<file path="config.mk">
export PLATFORM = sky130hd
export DESIGN_NAME = multi_slot_timer_scheduler_top
export DESIGN_NICKNAME = d
export VERILOG_FILES = /design/src/rtl/core/msts_pkg.sv /design/src/rtl/core/msts_ram.sv /design/src/rtl/core/msts_ctrl.sv /design/src/rtl/core/msts_dpath.sv /design/src/rtl/core/multi_slot_timer_scheduler_top.sv
export SDC_FILE = /design/constraint.sdc
export NUM_CORES = 2
export LEC_CHECK = 0
export ABC_CLOCK_PERIOD_IN_PS = 22300
export BUFFER_PORTS_ARGS = -buffer_cell sky130_fd_sc_hd__clkbuf_2
export CORE_MARGIN = 1.5
export CORE_UTILIZATION = 45
export CTS_BUF_LIST = sky130_fd_sc_hd__clkbuf_8
export DETAILED_ROUTE_END_ITERATION = 10
export GPL_TIMING_DRIVEN = 0
export HOLD_SLACK_MARGIN = 0.12
export PLACE_DENSITY_LB_ADDON = 0.08
export SLEW_MARGIN = 20
export SYNTH_ARGS = -nofsm -noshare
export SYNTH_HDL_FRONTEND = slang
export SYNTH_HIERARCHICAL = 1
export SYNTH_SLANG_ARGS = --single-unit
export TNS_END_PERCENT = 30
</file>
<file path="constraint.sdc">
create_clock -name clk -period 22.3 [get_ports clk]
set_input_delay 2.23 -clock clk [delete_from_list [all_inputs] [get_ports clk]]
set_output_delay 2.23 -clock clk [all_outputs]
set_load 0.02 [all_outputs]
</file>
<file path="src/rtl/core/msts_pkg.sv">
`default_nettype none

package msts_pkg;

	// Fixed field widths of the request and response beats
	localparam int ACT_W  = 3;
	localparam int SLOT_F = 3;
	localparam int DUR_W  = 48;

	// Action codes
	localparam logic [ACT_W-1:0] ACT_TICK     = 3'd0;
	localparam logic [ACT_W-1:0] ACT_START    = 3'd1;
	localparam logic [ACT_W-1:0] ACT_ENABLE   = 3'd2;
	localparam logic [ACT_W-1:0] ACT_DURATION = 3'd3;
	localparam logic [ACT_W-1:0] ACT_QUERY    = 3'd4;

	// Response kinds
	localparam logic KIND_EXPIRY = 1'b0;
	localparam logic KIND_QUERY  = 1'b1;

	typedef struct packed {
		logic [ACT_W-1:0]  action;
		logic [SLOT_F-1:0] slot;
		logic [DUR_W-1:0]  duration;
		logic              periodic;
		logic              enable;
		logic              rebase;
	} req_t;

	typedef struct packed {
		logic              kind;
		logic [SLOT_F-1:0] fired_slot;
		logic [DUR_W-1:0]  elapsed;
		logic [DUR_W-1:0]  time_left;
		logic              last;
	} rsp_t;

	typedef enum logic [1:0] {
		ST_IDLE,
		ST_READ,
		ST_EXEC,
		ST_FLUSH
	} state_t;

	// Controller to datapath
	typedef struct packed {
		logic accept;
		logic first_rd;
		logic exec;
		logic flush;
	} ctl_t;

	// Datapath to controller
	typedef struct packed {
		logic in_drop;
		logic is_tick;
		logic is_query;
		logic fire;
		logic pend_valid;
		logic out_free;
		logic scan_last;
	} sts_t;

endpackage

`default_nettype wire

</file>
<file path="src/rtl/core/msts_ram.sv">
`default_nettype none

module msts_ram #(
	parameter int WIDTH = 144,
	parameter int DEPTH = 8,
	localparam int AW = (DEPTH > 1) ? $clog2(DEPTH) : 1
) (
	input  wire                  clk,
	input  wire                  we,
	input  wire  [AW-1:0]        waddr,
	input  wire  [WIDTH-1:0]     wdata,
	input  wire  [AW-1:0]        raddr,
	output logic [WIDTH-1:0]     rdata
);
	logic [WIDTH-1:0] mem_q [DEPTH];

	// Write port
	always_ff @(posedge clk) begin
		if (we) begin
			mem_q[waddr] <= wdata;
		end
	end

	// Registered read port
	always_ff @(posedge clk) begin
		rdata <= mem_q[raddr];
	end

endmodule

`default_nettype wire

</file>
<file path="src/rtl/core/msts_ctrl.sv">
`default_nettype none

module msts_ctrl (
	input  wire            clk,
	input  wire            arst_n,
	input  wire            req_valid,
	output logic           req_stall,
	input  msts_pkg::sts_t sts,
	output msts_pkg::ctl_t ctl
);
	import msts_pkg::*;

	state_t state_q;
	state_t state_nx;

	// State register
	always_ff @(posedge clk or negedge arst_n) begin
		if (!arst_n) begin
			state_q <= ST_IDLE;
		end else begin
			state_q <= state_nx;
		end
	end

	// Next state and commands
	always_comb begin
		state_nx  = state_q;
		ctl       = '0;
		req_stall = 1'b1;
		case (state_q)
			ST_IDLE: begin
				req_stall = 1'b0;
				if (req_valid) begin
					ctl.accept = 1'b1;
					state_nx   = sts.in_drop ? ST_IDLE : ST_READ;
				end
			end
			ST_READ: begin
				ctl.first_rd = 1'b1;
				state_nx     = ST_EXEC;
			end
			ST_EXEC: begin
				if (sts.is_tick) begin
					// hold while an older expiry has no room to leave
					if (!(sts.fire && sts.pend_valid && !sts.out_free)) begin
						ctl.exec = 1'b1;
						if (sts.scan_last) begin
							state_nx = ST_FLUSH;
						end
					end
				end else if (!(sts.is_query && !sts.out_free)) begin
					ctl.exec = 1'b1;
					state_nx = ST_IDLE;
				end
			end
			ST_FLUSH: begin
				if (!sts.pend_valid) begin
					state_nx = ST_IDLE;
				end else if (sts.out_free) begin
					ctl.flush = 1'b1;
					state_nx  = ST_IDLE;
				end
			end
			default: begin
				state_nx = ST_IDLE;
			end
		endcase
	end

endmodule

`default_nettype wire

</file>
<file path="src/rtl/core/msts_dpath.sv">
`default_nettype none

module msts_dpath #(
	parameter int SLOTS     = 8,
	parameter int TIME_BITS = 48
) (
	input  wire            clk,
	input  wire            arst_n,
	input  msts_pkg::req_t req,
	input  wire            rsp_stall,
	output logic           rsp_valid,
	output msts_pkg::rsp_t rsp,
	input  msts_pkg::ctl_t ctl,
	output msts_pkg::sts_t sts
);
	import msts_pkg::*;

	localparam int SLOT_W = (SLOTS > 1) ? $clog2(SLOTS) : 1;
	localparam int ROW_W  = 3 * TIME_BITS;

	req_t                 item_q;
	logic [TIME_BITS-1:0] now_q;
	logic [SLOT_W-1:0]    idx_q;
	logic [SLOTS-1:0]     on_q;
	logic [SLOTS-1:0]     rep_q;
	logic [SLOTS-1:0]     vld_q;
	logic                 pend_q;
	logic [SLOT_W-1:0]    pend_slot_q;
	logic                 rsp_valid_q;
	rsp_t                 rsp_q;

	logic                 is_tick;
	logic                 is_query;
	logic [SLOT_W-1:0]    slot_idx;
	logic [SLOT_W-1:0]    cur;
	logic [TIME_BITS-1:0] dur;
	logic [TIME_BITS-1:0] dur_fix;
	logic [ROW_W-1:0]     row_rd;
	logic [TIME_BITS-1:0] start_rd;
	logic [TIME_BITS-1:0] exp_rd;
	logic [TIME_BITS-1:0] per_rd;
	logic                 fire;
	logic                 we;
	logic [ROW_W-1:0]     wdata;
	logic [SLOT_W-1:0]    raddr;
	logic [TIME_BITS-1:0] elapsed;
	logic [TIME_BITS:0]   left_diff;
	logic [TIME_BITS-1:0] time_left;
	logic                 out_free;
	logic                 ld_event;
	logic                 ld_query;

	// Decode the held beat
	assign is_tick  = (item_q.action == ACT_TICK);
	assign is_query = (item_q.action == ACT_QUERY);
	assign slot_idx = SLOT_W'(item_q.slot);
	assign cur      = is_tick ? idx_q : slot_idx;
	assign dur      = TIME_BITS'(item_q.duration);
	assign dur_fix  = (dur == '0) ? TIME_BITS'(1) : dur;

	// Slot times: one row {start, expiry, period} per slot
	msts_ram #(
		.WIDTH(ROW_W),
		.DEPTH(SLOTS)
	) u_times (
		.clk   (clk),
		.we    (we),
		.waddr (cur),
		.wdata (wdata),
		.raddr (raddr),
		.rdata (row_rd)
	);

	// Substitute reset values for rows never written
	assign start_rd = vld_q[cur] ? row_rd[ROW_W-1 -: TIME_BITS] : '0;
	assign exp_rd   = vld_q[cur] ? row_rd[2*TIME_BITS-1 -: TIME_BITS] : '1;
	assign per_rd   = vld_q[cur] ? row_rd[TIME_BITS-1:0] : '1;

	assign fire = on_q[cur] && (exp_rd < now_q);

	// Prefetch the next slot while the scan advances, else keep the current row
	always_comb begin
		if (ctl.first_rd) begin
			raddr = is_tick ? '0 : slot_idx;
		end else if (ctl.exec && is_tick) begin
			raddr = idx_q + SLOT_W'(1);
		end else begin
			raddr = cur;
		end
	end

	// Row update
	always_comb begin
		we    = 1'b0;
		wdata = {start_rd, exp_rd, per_rd};
		if (ctl.exec) begin
			case (item_q.action)
				ACT_TICK: begin
					if (fire && rep_q[cur]) begin
						we    = 1'b1;
						wdata = {exp_rd, exp_rd + per_rd, per_rd};
					end
				end
				ACT_START: begin
					we    = 1'b1;
					wdata = {now_q, now_q + dur_fix, dur_fix};
				end
				ACT_DURATION: begin
					we    = 1'b1;
					wdata = {start_rd, item_q.rebase ? start_rd + dur_fix : exp_rd, dur_fix};
				end
				default: begin
					we = 1'b0;
				end
			endcase
		end
	end

	// Query arithmetic
	assign elapsed   = now_q - start_rd;
	assign left_diff = {1'b0, exp_rd} - {1'b0, now_q};
	assign time_left = left_diff[TIME_BITS] ? '0 : left_diff[TIME_BITS-1:0];

	// Hold the beat, advance time and scan index
	always_ff @(posedge clk) begin
		if (ctl.accept) begin
			item_q <= req;
		end
	end

	always_ff @(posedge clk or negedge arst_n) begin
		if (!arst_n) begin
			now_q <= '0;
			idx_q <= '0;
		end else if (ctl.accept) begin
			if (req.action == ACT_TICK) begin
				now_q <= now_q + TIME_BITS'(1);
				idx_q <= '0;
			end
		end else if (ctl.exec && is_tick) begin
			idx_q <= idx_q + SLOT_W'(1);
		end
	end

	// Slot flags and row valid bits
	always_ff @(posedge clk or negedge arst_n) begin
		if (!arst_n) begin
			on_q  <= '0;
			rep_q <= '0;
			vld_q <= '0;
		end else if (ctl.exec) begin
			case (item_q.action)
				ACT_TICK: begin
					if (fire && !rep_q[cur]) begin
						on_q[cur] <= 1'b0;
					end
				end
				ACT_START: begin
					on_q[cur]  <= 1'b1;
					rep_q[cur] <= item_q.periodic;
					vld_q[cur] <= 1'b1;
				end
				ACT_ENABLE: begin
					on_q[cur] <= item_q.enable;
				end
				ACT_DURATION: begin
					rep_q[cur] <= item_q.periodic;
					vld_q[cur] <= 1'b1;
				end
				default: begin
					on_q <= on_q;
				end
			endcase
		end
	end

	// Keep one expiry back until the next one shows whether it is the last
	always_ff @(posedge clk or negedge arst_n) begin
		if (!arst_n) begin
			pend_q <= 1'b0;
		end else if (ctl.exec && is_tick && fire) begin
			pend_q <= 1'b1;
		end else if (ctl.flush) begin
			pend_q <= 1'b0;
		end
	end

	always_ff @(posedge clk) begin
		if (ctl.exec && is_tick && fire) begin
			pend_slot_q <= cur;
		end
	end

	// Output register
	assign out_free = !rsp_valid_q || !rsp_stall;
	assign ld_event = (ctl.exec && is_tick && fire && pend_q) || ctl.flush;
	assign ld_query = ctl.exec && is_query;

	always_ff @(posedge clk or negedge arst_n) begin
		if (!arst_n) begin
			rsp_valid_q <= 1'b0;
		end else if (ld_event || ld_query) begin
			rsp_valid_q <= 1'b1;
		end else if (!rsp_stall) begin
			rsp_valid_q <= 1'b0;
		end
	end

	always_ff @(posedge clk) begin
		if (ld_query) begin
			rsp_q.kind       <= KIND_QUERY;
			rsp_q.fired_slot <= item_q.slot;
			rsp_q.elapsed    <= DUR_W'(elapsed);
			rsp_q.time_left  <= DUR_W'(time_left);
			rsp_q.last       <= 1'b1;
		end else if (ld_event) begin
			rsp_q.kind       <= KIND_EXPIRY;
			rsp_q.fired_slot <= SLOT_F'(pend_slot_q);
			rsp_q.elapsed    <= '0;
			rsp_q.time_left  <= '0;
			rsp_q.last       <= ctl.flush;
		end
	end

	assign rsp_valid = rsp_valid_q;
	assign rsp       = rsp_q;

	// Status to the controller
	always_comb begin
		sts.in_drop    = (req.action != ACT_TICK)
			&& ((req.action > ACT_QUERY) || ({29'd0, req.slot} >= 32'(SLOTS)));
		sts.is_tick    = is_tick;
		sts.is_query   = is_query;
		sts.fire       = fire;
		sts.pend_valid = pend_q;
		sts.out_free   = out_free;
		sts.scan_last  = (idx_q == SLOT_W'(SLOTS - 1));
	end

endmodule

`default_nettype wire

</file>
<file path="src/rtl/core/multi_slot_timer_scheduler_top.sv">
`default_nettype none

// Bank of SLOTS timers sharing one TIME_BITS-wide time counter. A tick beat
// advances the time and scans the slots from a time memory with one read
// port, one slot per cycle while the response side leaves room; its steps
// are accept, first read, scan and flush. Expiry beats come out in ascending
// slot order and the final one carries last. Start, enable, duration and
// query beats pass through accept, read and execute; a query returns one
// beat with last set. Undefined actions and slots at or above SLOTS are
// dropped in the accept cycle. Slot rows carry valid bits, so no clearing
// pass follows reset. The slot field is three bits wide, so only the first
// eight slots can be addressed.
module multi_slot_timer_scheduler_top #(
	parameter int SLOTS     = 8,
	parameter int TIME_BITS = 48
) (
	input  wire            clk,
	input  wire            arst_n,
	input  wire            req_valid,
	output logic           req_stall,
	input  msts_pkg::req_t req,
	output logic           rsp_valid,
	input  wire            rsp_stall,
	output msts_pkg::rsp_t rsp
);
	import msts_pkg::*;

	ctl_t ctl;
	sts_t sts;

	msts_ctrl u_ctrl (
		.clk       (clk),
		.arst_n    (arst_n),
		.req_valid (req_valid),
		.req_stall (req_stall),
		.sts       (sts),
		.ctl       (ctl)
	);

	msts_dpath #(
		.SLOTS     (SLOTS),
		.TIME_BITS (TIME_BITS)
	) u_dpath (
		.clk       (clk),
		.arst_n    (arst_n),
		.req       (req),
		.rsp_stall (rsp_stall),
		.rsp_valid (rsp_valid),
		.rsp       (rsp),
		.ctl       (ctl),
		.sts       (sts)
	);

	// Commands are mutually exclusive
	a_ctl_onehot: assert property (@(posedge clk) disable iff (!arst_n)
		$onehot0({ctl.accept, ctl.first_rd, ctl.exec, ctl.flush}))
		else $error("controller issued more than one command");

	// No expiry may be left over when a new beat comes in
	a_pend_clear: assert property (@(posedge clk) disable iff (!arst_n)
		ctl.accept |-> !sts.pend_valid)
		else $error("held expiry not flushed before next beat");

	// Displacing a held expiry needs room in the output register
	a_no_overwrite: assert property (@(posedge clk) disable iff (!arst_n)
		(ctl.exec && sts.is_tick && sts.fire && sts.pend_valid) |-> sts.out_free)
		else $error("expiry beat overwritten");

	// Flush only moves a held expiry into a free output register
	a_flush_ok: assert property (@(posedge clk) disable iff (!arst_n)
		ctl.flush |-> (sts.pend_valid && sts.out_free))
		else $error("flush without held expiry or room");

endmodule

`default_nettype wire
</file>
==> out/summary.md <==
Status
• outcome: finished, final reports clean

Floorplan
• DIE AREA: 166000 µm²
• height of the die: 408 µm
• horizontal die dimension: 408 µm
• Placement Rows: 148
• core area: 163000 µm²
• starting density of the core: 45.4%
• number of primary I/O pins: 164

Synthesis
• post-synth design cell area: 73800 µm²
• main area contributors after synthesis: edfxtp_1 (53%), mux4_2 (8.8%), dfxtp_1 (4.0%), ha_1 (3.2%), mux2_2 (3.0%)
• fraction of synthesis flops using an asynchronous set or reset pin: 5.14%
• number of enable flip-flop cells after synthesis: 1311
• Net Count, Synth: 5646
• sequential cell area fraction in the yosys report: 60.0%
• post-synth cell types: 108
• most instantiated flip-flop cell in the synthesis netlist: edfxtp_1
• fraction of post-synthesis cell area in the top cell type by area: 53.3%
• Synth area leader: edfxtp_1
• number of cells produced by synthesis: 5391
• Yosys warnings: 6
• number of storage elements in the synthesis netlist: 1536
• post-synthesis area per instance: 13.7 µm²

GRT
• largest net degree at the start of global routing: 73
• vias in the first global route: 49301
• antenna violations before repair: 9
• GRT overflow: 0
• total global-route track usage: 31.2%
• global-route wire length before repair: 366000 µm

Power and ir drop
• Max rail drop VDD: 0.0788 mV
• switching share of total power: 40.6%
• reported leakage power: 29.8 nW
• Flop pwr share: 34.3%
• Clock Power Share: 22.1%
• internal power: 6.82 mW
• Net Sw Power: 4.66 mW
• Comb pwr share: 43.6%
• Power per Cell Area: 136 nW/µm²

Critical path
• CP Launch Type: flip-flop
• crit path max-delay cell type: o31ai_1
• capturing element type of the critical path: flip-flop
• critical-path maximum fanout: 10
• r2r setup slk: 5420 ps
• worst path required time: 23150 ps
• data arrival time of the critical path: 17730 ps
• maximum single-stage delay on the critical path: 840 ps
• critical path type: reg2reg

Clocking
• buffer cell driving the clock tree root: clkbuf_8
• Num CTS Buffers: 276
• clock insertion delay at the later pin of the skew report: 1090 ps
• post-CTS sizing: 0
• setup bufs post-CTS: 0
• clk sink count: 1536
• clock tree from TritonCTS: built
• worst-case clock buffer depth: 4
• hold bufs inserted after CTS: 0
• H-tree lvl count: 5
• CTS clk-pin slew, worst paths: 60 ps

Final layout
• fraction of final layout cells sized beyond drive strength 1: 20.9%
• final instance count without filler cells: 8326
• register area: 44300 µm²
• P&R area growth vs syn: 14.7%
• final layout net count: 6197
• filler cell count: 13961
• area of the multi-input gates: 27400 µm²

STA
• final total negative setup slack: 0 ps
• Achievable Freq: 59.2 MHz
• Post-Route Skew: 133 ps
• number of max-slew violations in the final report: 0
• endpoints failing setup: 0
• final period utilization: 75.7%
• worst max-slew margin expressed relative to the limit: 8.72%
• clock period minus worst slack: 16880 ps
• unrepaired setup endpoints after global routing: false
• Fin Hold WS: 453 ps
• final number of hold-violating endpoints: 0
• Worst Max-Slew Pin Slew: 1350 ps

Placed design
• IO buf count: 163
• Cells after DPL: 7839
• final weighted congestion of routability-driven global placement: 0.995
• sum of net half-perimeters after detailed placement: 199000 µm

Drt
• drt initial violations: 5911
• count of TritonRoute iterations in the first routing pass: 6
• overall routed net length: 262000 µm
• DRC Markers: 0
• Post-DRT Antenna Nets: 0
• vias after detailed routing: 50310
• routed wire length per instance: 31.5 µm
• ratio of routed vias to standard cells: 6.04

Run
• max-cap viol count: 0

Worst hold path
• classification of the worst-slack hold path: reg2reg

## stage by stage
step	total power, mW	utilization, %	area, µm²	setup slack (ps)
floorplan	7.04	-	73800	4560
CTS	11.4	52.0	84600	5330
global placement	8.82	47.5	77400	-13890
finish	11.5	52.0	84600	5420
detailed placement	8.83	48.8	79400	5420
global route	12.0	52.0	84600	5090
## critical path, delay by kind of cell (launching register included)
kind	cells	cell delay, ps
buffers and inverters	15	7150
multiplexers	2	910
adder cells (fa/ha/maj)	1	170
flip-flops	1	380
AND/OR/NAND/NOR	9	2720
AO/OA/AOI/OAI	14	5250
## layout make-up
class,instances,share of cell area [%]
plain buffers,324,1.84
clock buffers,311,5.06
well taps,2175,3.22
diodes,3,0.00887
inverters,179,0.800
multi-input cells,3352,32.4
repair buffers,273,3.18
clock inverters,173,1.17
flip-flops and latches,1536,52.3
## synth_stat cells (all sizes together), types with 37 or more instances
library cell / number
a21o: 131
a21oi: 309
a22oi: 38
a31oi: 58
buf: 116
clkbuf: 208
dfrtp: 79
dfxtp: 146
edfxtp: 1311
ha: 189
inv: 177
maj3: 37
mux2: 194
mux4: 288
nand2: 315
nand2b: 49
nand3: 68
nor2: 385
nor2b: 37
nor3: 108
o21ai: 224
o221ai: 41
o22ai: 51
or3: 74
xnor2: 202
xor2: 118
## cells by family after synthesis
group,synth area share [%]
compound gates,9.64
buf+inv,3.02
flops,60.0
xor+xnor,3.80
fa+ha+maj,3.84
simple gates,7.86
mux,11.9
## power groups by stage
stage | registers [mW] | clock network [mW] | logic [mW]
after floorplan | 3.89 | 0 | 3.15
after global placement | 4.03 | 0 | 4.79
after detailed placement | 3.99 | 0 | 4.85
after CTS | 3.93 | 2.60 | 4.87
after global routing | 3.95 | 2.72 | 5.29
final | 3.94 | 2.54 | 5.00
## cell usage in the layout (no fill, tap or decap), types with 68 or more instances in the layout
master / Yosys / layout
clkbuf_8: 0 / 312
a21oi_1: 309 / 308
nand2_1: 312 / 311
nand3_1: 68 / 68
dfxtp_1: 146 / 146
mux4_2: 288 / 288
mux2_2: 194 / 194
ha_1: 189 / 189
nor2_1: 384 / 375
clkbuf_2: 0 / 167
clkbuf_1: 208 / 204
inv_1: 175 / 273
a21o_1: 131 / 131
xnor2_1: 202 / 202
edfxtp_1: 1311 / 1311
xor2_1: 118 / 118
or3_1: 73 / 73
dfrtp_1: 79 / 79
o21ai_0: 214 / 185
nor3_1: 107 / 104
## metal layers
layer  part of all wire [%]  global-route usage, %
met1                     44                   45.6
met2                     44                   46.5
met3                    7.8                   5.58
met4                    3.7                   11.4
met5                  0.013                      0
## state kept, by name, summed over array words and instances (netlist names)
signal and count:
u_ctrl/state_q 2, u_dpath/vld_q 8, u_dpath/now_q 48, u_dpath/pend_q 1
u_dpath/u_times/rdata 144, u_dpath/idx_q 3, u_dpath/rsp 101, u_dpath/on_q 8
u_dpath/item_q 6, u_dpath/pend_slot_q 3, u_dpath/rsp_valid 1, u_dpath/slot_idx 3
u_dpath/rep_q 8, u_dpath/dur 48, u_dpath/u_times/mem_q 1152
## final timing paths
check,start,end,depth (start not counted)
max,u_dpath/item_q[55]$_DFFE_PP_,u_dpath/u_times/rdata[125]$_DFF_P_,41
min,u_dpath/rsp[100]$_SDFFE_PP1N_,u_dpath/rsp[100]$_SDFFE_PP1N_,2
max reg2reg,u_dpath/item_q[55]$_DFFE_PP_,u_dpath/u_times/rdata[125]$_DFF_P_,41
min reg2reg,u_dpath/rsp[100]$_SDFFE_PP1N_,u_dpath/rsp[100]$_SDFFE_PP1N_,2
max in group asynchronous,arst_n,u_dpath/on_q[3]$_DFFE_PN0P_,2
min in group asynchronous,arst_n,u_dpath/now_q[9]$_DFFE_PN0P_,1
No activity file was read; power rests on OpenSTA's default activity.
